==> src/rtl/nir_pkg.sv <==
// shared types and constants for the next index in value range block
`default_nettype none

package nir_pkg;

  localparam int unsigned NIR_DEPTH = 1024;
  localparam int unsigned POS_W     = 10;
  localparam int unsigned VAL_W     = 32;
  localparam int unsigned OP_W      = 2;

  localparam logic [OP_W-1:0] OP_CLEAR = 2'd0;
  localparam logic [OP_W-1:0] OP_LOAD  = 2'd1;
  localparam logic [OP_W-1:0] OP_QUERY = 2'd2;

  // controller to datapath
  typedef struct packed {
    logic cnt_clr;
    logic cnt_load;
    logic cnt_inc;
    logic bounds_load;
    logic mem_clr_wr;
    logic mem_load_wr;
    logic mem_rd;
    logic out_load;
    logic out_found;
  } nir_cmd_t;

  // datapath to controller
  typedef struct packed {
    logic pos_ok;
    logic last;
    logic hit;
    logic out_free;
  } nir_sts_t;

endpackage

`default_nettype wire

==> src/rtl/nir_ctrl.sv <==
// controller state machine for clear sweep, load and query scan
`default_nettype none

module nir_ctrl
  import nir_pkg::*;
(
  input  wire logic            clk_i,
  input  wire logic            rst_ni,
  input  wire logic            in_valid_i,
  output logic                 in_ready_o,
  input  wire logic [OP_W-1:0] op_i,
  input  wire nir_sts_t        sts_i,
  output nir_cmd_t             cmd_o
);

  localparam logic [2:0] S_IDLE = 3'd0;
  localparam logic [2:0] S_CLR  = 3'd1;
  localparam logic [2:0] S_RD   = 3'd2;
  localparam logic [2:0] S_CHK  = 3'd3;
  localparam logic [2:0] S_RES  = 3'd4;

  logic [2:0] state_q, state_d;
  logic       found_q, found_d;
  logic       accept;

  assign in_ready_o = (state_q == S_IDLE);
  assign accept     = in_valid_i && in_ready_o;

  always_comb begin
    state_d = state_q;
    found_d = found_q;
    cmd_o   = '0;
    case (state_q)
      S_IDLE: begin
        if (accept) begin
          case (op_i)
            OP_CLEAR: begin
              cmd_o.cnt_clr = 1'b1;
              state_d       = S_CLR;
            end
            OP_LOAD: begin
              cmd_o.mem_load_wr = sts_i.pos_ok;
            end
            OP_QUERY: begin
              cmd_o.cnt_load    = 1'b1;
              cmd_o.bounds_load = 1'b1;
              if (sts_i.pos_ok) begin
                state_d = S_RD;
              end else begin
                found_d = 1'b0;
                state_d = S_RES;
              end
            end
            default: begin
              state_d = S_IDLE;
            end
          endcase
        end
      end
      S_CLR: begin
        cmd_o.mem_clr_wr = 1'b1;
        if (sts_i.last) begin
          state_d = S_IDLE;
        end else begin
          cmd_o.cnt_inc = 1'b1;
        end
      end
      S_RD: begin
        cmd_o.mem_rd = 1'b1;
        state_d      = S_CHK;
      end
      S_CHK: begin
        if (sts_i.hit) begin
          found_d = 1'b1;
          state_d = S_RES;
        end else if (sts_i.last) begin
          found_d = 1'b0;
          state_d = S_RES;
        end else begin
          cmd_o.cnt_inc = 1'b1;
          state_d       = S_RD;
        end
      end
      S_RES: begin
        if (sts_i.out_free) begin
          cmd_o.out_load  = 1'b1;
          cmd_o.out_found = found_q;
          state_d         = S_IDLE;
        end
      end
      default: begin
        state_d = S_IDLE;
      end
    endcase
  end

  always_ff @(posedge clk_i or negedge rst_ni) begin
    if (!rst_ni) begin
      state_q <= S_CLR;
      found_q <= 1'b0;
    end else begin
      state_q <= state_d;
      found_q <= found_d;
    end
  end

  a_no_overwrite: assert property (@(posedge clk_i) disable iff (!rst_ni)
    cmd_o.out_load |-> sts_i.out_free)
    else $error("result loaded while previous result pending");

  a_read_then_check: assert property (@(posedge clk_i) disable iff (!rst_ni)
    (state_q == S_RD) |=> (state_q == S_CHK))
    else $error("memory read not followed by check");

  a_query_busy: assert property (@(posedge clk_i) disable iff (!rst_ni)
    (accept && op_i == OP_QUERY) |=> (state_q != S_IDLE))
    else $error("query accepted without scan or result");

  a_single_write: assert property (@(posedge clk_i) disable iff (!rst_ni)
    !(cmd_o.mem_clr_wr && cmd_o.mem_load_wr))
    else $error("clear sweep and load write collide");

endmodule

`default_nettype wire

==> config.mk <==
export PLATFORM = sky130hd
export DESIGN_NAME = nir_ctrl
export DESIGN_NICKNAME = d
export VERILOG_FILES = /design/src/rtl/nir_pkg.sv /design/src/rtl/nir_ctrl.sv
export SDC_FILE = /design/constraint.sdc
export NUM_CORES = 1
export LEC_CHECK = 0
export BUFFER_PORTS_ARGS = -buffer_cell sky130_fd_sc_hd__buf_2
export CORE_AREA = 2 2 39 41
export DETAILED_ROUTE_END_ITERATION = 10
export DIE_AREA = 0 0 41 43
export HOLD_SLACK_MARGIN = 0.1
export PLACE_DENSITY = 0.59
export SYNTH_ARGS = -nofsm -noshare
export SYNTH_HDL_FRONTEND = slang
export SYNTH_SLANG_ARGS = --single-unit
==> constraint.sdc <==
create_clock -name clk_i -period 3 [get_ports clk_i]
set_clock_uncertainty 0.1 [all_clocks]
set_input_delay 0.6 -clock clk_i [delete_from_list [all_inputs] [get_ports clk_i]]
set_output_delay 0.6 -clock clk_i [all_outputs]
set_load 0.005 [all_outputs]
==> impl_metrics.prom, run 1 <==
# TYPE chip_impl_metric gauge
chip_impl_metric{name="layout.nets",unit=""} 69
chip_impl_metric{name="synth_cell_type_count",unit=""} 27
chip_impl_metric{name="final_layout_size_suffix_gt1_share",unit="%"} 45.8
chip_impl_metric{name="wl",unit="um"} 727
chip_impl_metric{name="xor_xnor_cell_area_share_of_the_yosys_netlist",unit="%"} 0
chip_impl_metric{name="p_total",unit="mW"} 0.322
chip_impl_metric{name="cap_viol_max_count",unit=""} 0
chip_impl_metric{name="synth-compound-area-share",unit="%"} 17.4
chip_impl_info{name="crit_chain",value="or3_4 -> inv_4 -> and4b_1 -> buf_2"} 1
chip_impl_info{name="type_of_element_launching_the_critical_path",value="flip-flop"} 1
chip_impl_metric{name="finalCoreUtilization",unit="%"} 33.1
chip_impl_info{name="r2r_start",value="state_q[1]$_DFFE_PN0P_"} 1
chip_impl_metric{name="swShare",unit="%"} 38.3
chip_impl_metric{name="antenna-diode-count",unit=""} 0
chip_impl_metric{name="dp_hpwl",unit="um"} 592
chip_impl_metric{name="routed_wire_length_per_instance",unit="um"} 9.69
chip_impl_info{name="tritoncts_clock_tree",value="yes"} 1
chip_impl_metric{name="crit_path_max_incr_delay",unit="ps"} 460
chip_impl_metric{name="avgViaCountPerCell",unit=""} 4.69
chip_impl_metric{name="core.rowCount",unit=""} 14
chip_impl_metric{name="cts_hold_buf",unit=""} 1
chip_impl_metric{name="clkTransAtPathRegs",unit="ps"} 40
chip_impl_metric{name="worstPathRequired",unit="ps"} 2300
chip_impl_metric{name="final_period_minus_worst_setup_slack",unit="ps"} 2250
chip_impl_metric{name="fraction_of_the_mapped_netlist_area_in_simple_logic_gates",unit="%"} 39.8
chip_impl_metric{name="reg2reg_slack",unit="ps"} 1130
chip_impl_metric{name="max_freq",unit="GHz"} 0.445
chip_impl_info{name="rsz0062_at_grt",value="false"} 1
chip_impl_metric{name="timing.reg2reg.worst_path_depth",unit=""} 5
chip_impl_metric{name="p_int",unit="mW"} 0.199
chip_impl_info{name="synth_top_family_by_area",value="simple AND/OR/NAND/NOR gates"} 1
chip_impl_metric{name="numClockSinks",unit=""} 4
chip_impl_metric{name="layout-area-overhead-vs-synth",unit="%"} 38.6
chip_impl_metric{name="cellLeakagePower",unit="nW"} 0.231
chip_impl_metric{name="fin_crit_sh",unit="%"} 74.9
chip_impl_metric{name="grt_max_degree",unit=""} 12
chip_impl_metric{name="gp_congestion",unit=""} 0.617
chip_impl_metric{name="route.vias.total",unit=""} 352
chip_impl_metric{name="synth_area",unit="um^2"} 330
chip_impl_info{name="holdCritStartpoint",value="found_q$_DFFE_PN0P_"} 1
chip_impl_metric{name="p_switching",unit="mW"} 0.123
chip_impl_metric{name="clock_tree.buffer_depth",unit=""} 2
chip_impl_metric{name="number_of_clock_buffers_inserted_by_tritoncts",unit=""} 3
chip_impl_metric{name="die_area",unit="um^2"} 1760
chip_impl_metric{name="finalNonFillerCells",unit=""} 75
chip_impl_metric{name="overall_routing_resource_usage",unit="%"} 10.1
chip_impl_metric{name="clock_power_share",unit="%"} 22.2
chip_impl_metric{name="grt_pass1_wl",unit="um"} 1170
chip_impl_metric{name="netlist.area_leader.share",unit="%"} 22.7
chip_impl_metric{name="final_hold_vios",unit=""} 0
chip_impl_metric{name="place_inst",unit=""} 70
chip_impl_info{name="worstHoldPathType",value="reg2reg"} 1
chip_impl_info{name="critical_path.slowest_cell",value="dfrtp_1"} 1
chip_impl_info{name="yosys-top-cells-area",value="dfrtp_1, dfstp_2, nor2_1"} 1
chip_impl_metric{name="clock_tree.htree_level_count",unit=""} 1
chip_impl_info{name="ys_top_cells_by_count",value="nor2_1, dfrtp_1"} 1
chip_impl_metric{name="relSlewSlack",unit="%"} 81.7
chip_impl_metric{name="syn_avg_cell_area",unit="um^2"} 8.69
chip_impl_metric{name="insertion_delay",unit="ps"} 230
chip_impl_metric{name="sequential_share_of_power",unit="%"} 32.0
chip_impl_metric{name="timing.critical_path.arrival",unit="ps"} 1550
chip_impl_metric{name="worst_hold_path.num_cells",unit=""} 1
chip_impl_metric{name="postCtsResizedCells",unit=""} 0
chip_impl_metric{name="final_max_slew_viol_count",unit=""} 0
chip_impl_info{name="netlist.top_cell.by_area",value="dfrtp_1"} 1
chip_impl_metric{name="floorplan.initialDensity",unit="%"} 23.9
chip_impl_metric{name="synth_warnings",unit=""} 0
chip_impl_metric{name="timing.critical_path.fanout_max",unit=""} 11
chip_impl_info{name="worst-setup-path-type",value="reg2out"} 1
chip_impl_metric{name="grt-ovfl-total",unit=""} 0
chip_impl_metric{name="ys_ff_latch",unit=""} 4
chip_impl_metric{name="ioPinCount",unit=""} 19
chip_impl_metric{name="tns",unit="ps"} 0
chip_impl_metric{name="die_x",unit="um"} 41
chip_impl_info{name="crit-reg2reg-capture",value="found_q$_DFFE_PN0P_"} 1
chip_impl_metric{name="placement.io_buffers",unit=""} 18
chip_impl_info{name="status",value="completed"} 1
chip_impl_metric{name="final_critical_path_setup_slack",unit="ps"} 752
chip_impl_metric{name="drt-pass1-iter-count",unit=""} 4
chip_impl_metric{name="grt_antenna_before_repair",unit=""} 0
chip_impl_metric{name="die_h",unit="um"} 43
chip_impl_metric{name="synth-async-reset-ratio",unit="%"} 100
chip_impl_metric{name="ir_drop",unit="uV"} 304
chip_impl_metric{name="synth_adder_area_share",unit="%"} 0
chip_impl_info{name="most_repeated_cell_in_the_gate_level_netlist_after_synthesis",value="nor2_1"} 1
chip_impl_metric{name="synthesis.nets",unit=""} 47
chip_impl_metric{name="placeableCoreArea",unit="um^2"} 1380
chip_impl_info{name="dominantRegCellSynth",value="dfrtp_1"} 1
chip_impl_metric{name="synth_enable_flop_cells",unit=""} 0
chip_impl_metric{name="place_worst_setup_slack",unit="ps"} 980
chip_impl_info{name="cts.root.buffer_cell",value="clkbuf_4"} 1
chip_impl_info{name="hold_path_end",value="found_q$_DFFE_PN0P_"} 1
chip_impl_metric{name="detail-route-antenna-nets",unit=""} 0
chip_impl_metric{name="synth_seq_area_share",unit="%"} 30.7
chip_impl_metric{name="post_synth_mux_area_share",unit="%"} 3.41
chip_impl_metric{name="post-route-drc-count",unit=""} 0
chip_impl_metric{name="worst-slew-pin-transition",unit="ps"} 274
chip_impl_metric{name="initial_drt_markers",unit=""} 2
chip_impl_metric{name="postSynthCellCount",unit=""} 38
chip_impl_info{name="endpoint_class_of_the_critical_path",value="output pin"} 1
chip_impl_metric{name="power.density_cell_area",unit="nW/um^2"} 703
chip_impl_metric{name="comb_power_share",unit="%"} 45.7
chip_impl_metric{name="setup_violations",unit=""} 0
chip_impl_metric{name="first_global_vias",unit=""} 300
chip_impl_metric{name="post-cts-setup-buffers",unit=""} 0
==> kinds of logic after synthesis <==
kind of cell / after synthesis
compound gates: 8
buf+inv: 4
flops: 4
mux: 1
simple gates: 21
==> worst max-delay path, delay by kind of cell (launching register included) <==
family | cells | cell delay [ps]
AND/OR/NAND/NOR | 2 | 670
flip-flops | 1 | 460
buffers and inverters | 2 | 190
==> state kept, by name (all words and copies together), names as in the netlist <==
signal,cells
found_q,1
state_q,3
==> cell type report <==
type / count / area (um^2)
tap: 16 / 20.0
inverter: 2 / 10.0
fill: 161 / 926
multi-input combinational: 30 / 200
sequential: 4 / 101
timing repair buffer: 19 / 100
clock buffer: 4 / 26.3
==> power groups by stage <==
stage / sequential [mW] / combinational, mW / clock, mW
final: 0.103 / 0.147 / 0.0716
after global routing: 0.108 / 0.170 / 0.0806
after CTS: 0.104 / 0.150 / 0.0775
after detailed placement: 0.104 / 0.149 / 0
after global placement: 0.103 / 0.147 / 0
after floorplan: 0.0888 / 0.123 / 0
==> metrics by stage <==
step / hold slack (ps) / area (um^2)
5_1_grt: 435 / 458
4_1_cts: 384 / 458
3_5_place_dp: 305 / 422
6_report: 377 / 458
3_3_place_gp: 306 / 422
2_1_floorplan: 204 / 330
==> worst max path at each step <==
stage,startpoint,endpoint
CTS,state_q[1]$_DFFE_PN0P_,cmd_o[5]
global placement,state_q[1]$_DFFE_PN0P_,cmd_o[5]
global route,state_q[1]$_DFFE_PN0P_,cmd_o[5]
floorplan,state_q[2]$_DFFE_PN0P_,cmd_o[7]
finish,state_q[1]$_DFFE_PN0P_,cmd_o[5]
detailed placement,state_q[1]$_DFFE_PN0P_,cmd_o[5]
==> metal layers <==
layer / wire, um / vias up / global-route usage [%] / part of all wire [%]
met5: 0 / - / 0 / 0
met4: 0 / 0 / 8.00 / 0
met3: 59 / 0 / 3.14 / 8.1
met2: 330 / 12 / 12.8 / 45
met1: 337 / 160 / 13.3 / 46
li1: - / 180 / - / -
==> cell usage in the layout (no fill, tap or decap), types with 2 or more instances in the layout <==
master,synthesis,final
buf_2,0,18
nor2_1,5,5
clkbuf_4,0,3
dfrtp_1,3,3
nor3b_1,2,2
nand2b_1,2,2
and2_1,2,2
nand2_1,2,2
o21ai_0,2,2
Power figures use the tool's default switching activity.
==> inputs of run 2 (changes only) <==
==> constraint.sdc (replaced) <==
create_clock -name clk_i -period 2.2 [get_ports clk_i]
set_clock_uncertainty 0.1 [all_clocks]
set_input_delay 0.44 -clock clk_i [delete_from_list [all_inputs] [get_ports clk_i]]
set_output_delay 0.44 -clock clk_i [all_outputs]
set_load 0.005 [all_outputs]
==> run 2 against run 1 <==
  * Power up 37%
  * Largest cell class unchanged
  * Setup slack got worse by 640 ps
  * Global-route usage down 0.59 points
  * Sequential power grew 37%
  * Register-to-register slack lost 810 ps
  * Cell count is the same
  * Combinational power is 37% higher
  * Critical path type unchanged
  * First-iteration DRC count grew to 4.0 times the previous value
  * Via count decreased by 2.3%
  * Worst hold slack worse by 77 ps
  * Wire length is 5.2% higher
  * Sequential cell count unchanged
==> impl_metrics.prom, run 2 (synthesis gave the netlist of run 1 again) <==
# TYPE chip_impl_metric gauge
chip_impl_info{name="type_of_element_launching_the_critical_path",value="flip-flop"} 1
chip_impl_metric{name="grt-ovfl-total",unit=""} 0
chip_impl_metric{name="avgViaCountPerCell",unit=""} 4.59
chip_impl_metric{name="initial_drt_markers",unit=""} 8
chip_impl_info{name="most_common_cell_after_layout_fill_and_taps_aside",value="buf_2"} 1
chip_impl_info{name="most-common-layout-cells",value="buf_2, nor2_1, clkbuf_4, dfrtp_1"} 1
chip_impl_info{name="worst-setup-path-type",value="reg2out"} 1
chip_impl_metric{name="route.layer.met1.wl",unit="um"} 344
chip_impl_metric{name="floorplan.initialDensity",unit="%"} 23.9
chip_impl_metric{name="ioPinCount",unit=""} 19
chip_impl_metric{name="wl",unit="um"} 765
chip_impl_metric{name="first_global_vias",unit=""} 285
chip_impl_metric{name="overall_routing_resource_usage",unit="%"} 9.48
chip_impl_metric{name="worstPathRequired",unit="ps"} 1660
chip_impl_metric{name="final_hold_vios",unit=""} 0
chip_impl_metric{name="worst-slew-pin-transition",unit="ps"} 277
chip_impl_info{name="crit_chain",value="or3_4 -> inv_4 -> and4b_1 -> buf_2"} 1
chip_impl_metric{name="insertion_delay",unit="ps"} 230
chip_impl_info{name="critical_path.slowest_cell",value="dfrtp_1"} 1
chip_impl_info{name="path_delay_family",value="simple AND/OR/NAND/NOR gates"} 1
chip_impl_metric{name="sequential_share_of_power",unit="%"} 31.9
chip_impl_metric{name="placeableCoreArea",unit="um^2"} 1380
chip_impl_metric{name="max_freq",unit="GHz"} 0.478
chip_impl_metric{name="met3_length",unit="um"} 81
chip_impl_metric{name="power.density_cell_area",unit="nW/um^2"} 962
chip_impl_metric{name="grt_antenna_before_repair",unit=""} 0
chip_impl_metric{name="layout.nets",unit=""} 69
chip_impl_metric{name="clock_tree.htree_level_count",unit=""} 1
chip_impl_info{name="cts.root.buffer_cell",value="clkbuf_4"} 1
chip_impl_metric{name="timing.critical_path.arrival",unit="ps"} 1550
chip_impl_info{name="layout_top_registers",value="state_q x3, found_q x1"} 1
chip_impl_metric{name="cp.buffers_inverters",unit=""} 2
chip_impl_metric{name="post-route-drc-count",unit=""} 0
chip_impl_info{name="top_layer",value="met3"} 1
chip_impl_metric{name="core.rowCount",unit=""} 14
chip_impl_info{name="endpoint_class_of_the_critical_path",value="output pin"} 1
chip_impl_metric{name="gp_congestion",unit=""} 0.602
chip_impl_metric{name="tns",unit="ps"} 0
chip_impl_info{name="max_flop_register",value="state_q"} 1
chip_impl_metric{name="post-cts-setup-buffers",unit=""} 0
chip_impl_metric{name="p_int",unit="mW"} 0.271
chip_impl_metric{name="crit_path_max_incr_delay",unit="ps"} 460
chip_impl_metric{name="cap_viol_max_count",unit=""} 0
chip_impl_metric{name="route.vias.total",unit=""} 344
chip_impl_metric{name="detail-route-antenna-nets",unit=""} 0
chip_impl_metric{name="clock_power_share",unit="%"} 22.3
chip_impl_metric{name="final_max_slew_viol_count",unit=""} 0
chip_impl_metric{name="placement.io_buffers",unit=""} 18
chip_impl_metric{name="die_area",unit="um^2"} 1760
chip_impl_metric{name="clkTransAtPathRegs",unit="ps"} 40
chip_impl_metric{name="postCtsResizedCells",unit=""} 0
chip_impl_metric{name="ir_drop",unit="uV"} 446
chip_impl_metric{name="swShare",unit="%"} 38.5
chip_impl_info{name="worstHoldPathType",value="in2reg"} 1
chip_impl_info{name="rsz0062_at_grt",value="false"} 1
chip_impl_metric{name="cellLeakagePower",unit="nW"} 0.231
chip_impl_metric{name="timing.critical_path.fanout_max",unit=""} 11
chip_impl_metric{name="grt_pass1_wl",unit="um"} 1120
chip_impl_metric{name="number_of_clock_buffers_inserted_by_tritoncts",unit=""} 3
chip_impl_metric{name="fin_crit_sh",unit="%"} 95.1
chip_impl_metric{name="largest_register_ffs",unit=""} 3
chip_impl_metric{name="drt-pass1-iter-count",unit=""} 4
chip_impl_metric{name="grt_max_degree",unit=""} 12
chip_impl_metric{name="final_period_minus_worst_setup_slack",unit="ps"} 2090
chip_impl_metric{name="clock_tree.buffer_depth",unit=""} 2
chip_impl_info{name="tritoncts_clock_tree",value="yes"} 1
chip_impl_metric{name="layout-area-overhead-vs-synth",unit="%"} 38.6
chip_impl_metric{name="antenna-diode-count",unit=""} 0
chip_impl_metric{name="comb_power_share",unit="%"} 45.7
chip_impl_metric{name="p_switching",unit="mW"} 0.170
chip_impl_metric{name="routed-wl-met2",unit="um"} 339
chip_impl_metric{name="numClockSinks",unit=""} 4
chip_impl_metric{name="final.hold.worst_slack",unit="ps"} 301
chip_impl_metric{name="final_layout_size_suffix_gt1_share",unit="%"} 45.8
chip_impl_metric{name="die_x",unit="um"} 41
chip_impl_metric{name="cts_hold_buf",unit=""} 1
chip_impl_metric{name="relSlewSlack",unit="%"} 81.5
chip_impl_metric{name="setup_violations",unit=""} 0
chip_impl_info{name="status",value="completed"} 1
chip_impl_metric{name="die_h",unit="um"} 43
chip_impl_metric{name="routed_wire_length_per_instance",unit="um"} 10.2
[run 2: cell counts in the layout (fill, tap and decap cells not counted)]
No cell type changed its count.
[run 2: per-layer routing]
metal,track usage [%],vias up
met4,8.00,0
met1,13.4,148
met3,1.57,0
li1,-,182
met2,11.9,14
met5,0,-
[run 2: worst register-to-register path: stages, from the launching register on]
cell	delay, ps
dfrtp_1	460
or3_4	440
inv_4	70
nand3_2	70
a211oi_2	270
mux2_1	350
[run 2: power groups by stage]
stage / clock network (mW) / registers, mW / logic [mW]
2_1_floorplan: 0 / 0.121 / 0.167
3_5_place_dp: 0 / 0.142 / 0.203
4_1_cts: 0.105 / 0.141 / 0.204
3_3_place_gp: 0 / 0.140 / 0.201
5_1_grt: 0.113 / 0.148 / 0.230
6_report: 0.0984 / 0.141 / 0.201
[run 2: path summary, 6_finish.rpt]
path	slack, ps	cells after the start	from	endpoint
worst max-delay path	110	4	state_q[1]$_DFFE_PN0P_	cmd_o[5]
worst min-delay path	300	2	sts_i[0]	state_q[2]$_DFFE_PN0P_
worst max register to register	320	5	state_q[1]$_DFFE_PN0P_	found_q$_DFFE_PN0P_
worst min register to register	380	1	found_q$_DFFE_PN0P_	found_q$_DFFE_PN0P_
max in group asynchronous	1360	2	rst_ni	state_q[0]$_DFFE_PN1P_
min in group asynchronous	430	2	rst_ni	state_q[2]$_DFFE_PN0P_
[run 2: final cells by class]
class,count,area (um^2)
inverter,2,10.0
multi-input combinational,30,200
tap,16,20.0
fill,156,926
timing repair buffer,19,100
sequential,4,101
clock buffer,4,26.3
[run 2: per-stage QoR]
| step | setup slack, ps | std cells | util (%) | instance area (um^2) | total power, mW |
|---|---|---|---|---|---|
| 2_1_floorplan | 449 | 38 | - | 330 | 0.288 |
| 3_3_place_gp | 324 | 70 | 30.5 | 422 | 0.341 |
| 3_5_place_dp | 304 | 70 | 30.5 | 422 | 0.345 |
| 4_1_cts | 88.0 | 75 | 33.1 | 458 | 0.450 |
| 5_1_grt | 10.6 | 75 | 33.1 | 458 | 0.491 |
| 6_report | 109 | 75 | 33.1 | 458 | 0.441 |
==> inputs of run 3 (changes only) <==
--- a/config.mk
+++ b/config.mk
@@ -9,6 +9,7 @@
 export CORE_AREA = 2 2 39 41
 export DETAILED_ROUTE_END_ITERATION = 10
 export DIE_AREA = 0 0 41 43
+export GPL_TIMING_DRIVEN = 0
 export HOLD_SLACK_MARGIN = 0.1
 export PLACE_DENSITY = 0.59
 export SYNTH_ARGS = -nofsm -noshare
==> run 3 against run 2 <==
  * Count of clock-buffer cells in the layout is the same
  * Combinational power grew 16%
  * Cell area up 4.4%
  * Non-clock buffer count increased by 2
  * Register-to-register slack improved by 30 ps
  * Clock power increased by 1%
  * Sequential share of layout area shrank 0.67 points
  * Die area is the same
  * Critical endpoint is now cmd_o[7]
==> impl_metrics.prom, run 3 (synthesis gave the netlist of run 1 again) <==
# TYPE chip_impl_metric gauge
chip_impl_info{name="type_of_element_launching_the_critical_path",value="flip-flop"} 1
chip_impl_metric{name="final_period_minus_worst_setup_slack",unit="ps"} 2100
chip_impl_metric{name="final_max_slew_viol_count",unit=""} 0
chip_impl_metric{name="power.density_cell_area",unit="nW/um^2"} 965
chip_impl_metric{name="clock_tree.htree_level_count",unit=""} 1
chip_impl_metric{name="cap_viol_max_count",unit=""} 0
chip_impl_info{name="rsz0062_at_grt",value="false"} 1
chip_impl_metric{name="final_layout_size_suffix_gt1_share",unit="%"} 49.2
chip_impl_metric{name="tns",unit="ps"} 0
chip_impl_metric{name="clock_tree.buffer_depth",unit=""} 2
chip_impl_metric{name="clkTransAtPathRegs",unit="ps"} 40
chip_impl_metric{name="gp_congestion",unit=""} 0.642
chip_impl_info{name="worst-setup-path-type",value="reg2out"} 1
chip_impl_metric{name="initial_drt_markers",unit=""} 6
chip_impl_metric{name="post-route-drc-count",unit=""} 0
chip_impl_metric{name="grt_antenna_before_repair",unit=""} 0
chip_impl_metric{name="avgViaCountPerCell",unit=""} 4.57
chip_impl_metric{name="wl",unit="um"} 746
chip_impl_metric{name="dp_hpwl",unit="um"} 611
chip_impl_metric{name="overall_routing_resource_usage",unit="%"} 10.1
chip_impl_metric{name="grt_pass1_wl",unit="um"} 1190
chip_impl_metric{name="core.rowCount",unit=""} 14
chip_impl_metric{name="setup_violations",unit=""} 0
chip_impl_metric{name="worst-slew-pin-transition",unit="ps"} 230
chip_impl_metric{name="layout-area-overhead-vs-synth",unit="%"} 44.7
chip_impl_metric{name="antenna-diode-count",unit=""} 0
chip_impl_metric{name="die_x",unit="um"} 41
chip_impl_info{name="most_common_cell_after_layout_fill_and_taps_aside",value="buf_2"} 1
chip_impl_metric{name="cellLeakagePower",unit="nW"} 0.241
chip_impl_info{name="status",value="completed"} 1
chip_impl_metric{name="detail-route-antenna-nets",unit=""} 0
chip_impl_info{name="cts.root.buffer_cell",value="clkbuf_4"} 1
chip_impl_metric{name="grt_max_degree",unit=""} 11
chip_impl_metric{name="worstPathRequired",unit="ps"} 1660
chip_impl_metric{name="drt-pass1-iter-count",unit=""} 2
chip_impl_metric{name="placeableCoreArea",unit="um^2"} 1380
chip_impl_metric{name="ir_drop",unit="uV"} 388
chip_impl_info{name="endpoint_class_of_the_critical_path",value="output pin"} 1
chip_impl_metric{name="layout.nets",unit=""} 71
chip_impl_info{name="tritoncts_clock_tree",value="yes"} 1
chip_impl_info{name="worstHoldPathType",value="in2reg"} 1
chip_impl_metric{name="largest_register_ffs",unit=""} 3
chip_impl_info{name="layout_top_registers",value="state_q x3, found_q x1"} 1
chip_impl_metric{name="timing.critical_path.arrival",unit="ps"} 1560
chip_impl_metric{name="die_h",unit="um"} 43
chip_impl_metric{name="route.vias.total",unit=""} 352
chip_impl_metric{name="numClockSinks",unit=""} 4
chip_impl_metric{name="number_of_clock_buffers_inserted_by_tritoncts",unit=""} 3
chip_impl_info{name="max_flop_register",value="state_q"} 1
chip_impl_metric{name="max_freq",unit="GHz"} 0.476
chip_impl_metric{name="routed_wire_length_per_instance",unit="um"} 9.69
chip_impl_metric{name="ioPinCount",unit=""} 19
chip_impl_metric{name="placement.io_buffers",unit=""} 18
chip_impl_metric{name="relSlewSlack",unit="%"} 84.6
chip_impl_metric{name="final_hold_vios",unit=""} 0
chip_impl_metric{name="grt-ovfl-total",unit=""} 0
chip_impl_metric{name="fin_crit_sh",unit="%"} 95.5
chip_impl_metric{name="timing.critical_path.fanout_max",unit=""} 8
chip_impl_metric{name="floorplan.initialDensity",unit="%"} 23.9
chip_impl_metric{name="final.hold.worst_slack",unit="ps"} 289
chip_impl_info{name="most-common-layout-cells",value="buf_2, nor2_1, clkbuf_4"} 1
chip_impl_metric{name="first_global_vias",unit=""} 320
chip_impl_metric{name="die_area",unit="um^2"} 1760
chip_impl_metric{name="insertion_delay",unit="ps"} 240
==> run 3: layer usage <==
layer | up-vias | GRT usage [%] | routed length, um
met4 | 0 | 8.00 | 0
met1 | 156 | 11.8 | 340
li1 | 184 | - | -
met2 | 12 | 15.3 | 345
met3 | 0 | 1.57 | 60
met5 | - | 0 | 0
==> run 3: final timing paths <==
path                                         from                      to  slack [ps]  cells past startpoint
min in group asynchronous                  rst_ni     found_q$_DFFE_PN0P_         430                      2
max in group asynchronous                  rst_ni  state_q[0]$_DFFE_PN1P_        1350                      2
setup reg to reg           state_q[0]$_DFFE_PN1P_     found_q$_DFFE_PN0P_         350                      4
hold reg to reg               found_q$_DFFE_PN0P_     found_q$_DFFE_PN0P_         390                      1
setup / recovery           state_q[2]$_DFFE_PN0P_                cmd_o[7]         100                      5
hold / removal                           sts_i[0]  state_q[2]$_DFFE_PN0P_         290                      2
==> run 3: worst max-delay path, stage by stage (launching register included) <==
cell	delay [ps]
dfrtp_2	450
or3_4	360
inv_4	70
and4b_1	240
buf_4	110
buf_2	100
==> run 3: what timing repair did <==
item                                    CTS  global route
endpoints found under the setup margin    0             1
hold buffers                              1             0
endpoints found under the hold margin     4             0
buffers inserted                          0             0
resized for setup                         0             1
==> run 3: power by group <==
part | internal [mW] | switching, mW
combinational | 0.120 | 0.114
sequential | 0.102 | 0.0261
clock | 0.0681 | 0.0314
total | 0.290 | 0.171
==> run 3: per-stage QoR <==
step	area (um^2)	utilization, %	total power [mW]	cells	setup WS (ps)
final	478	34.5	0.461	77	98.0
after global routing	478	34.5	0.514	77	5.70
after CTS	477	34.4	0.472	77	63.3
after detailed placement	440	31.8	0.364	72	330
after global placement	440	31.8	0.363	72	327
after floorplan	330	-	0.288	38	449
==> run 3: layout make-up <==
| cell class | instances | area (um^2) |
|---|---|---|
| buffer | 2 | 18.8 |
| timing repair buffer | 19 | 100 |
| multi-input combinational | 30 | 200 |
| tap | 16 | 20.0 |
| inverter | 2 | 10.0 |
| clock buffer | 4 | 26.3 |
| fill | 155 | 906 |
| sequential | 4 | 103 |
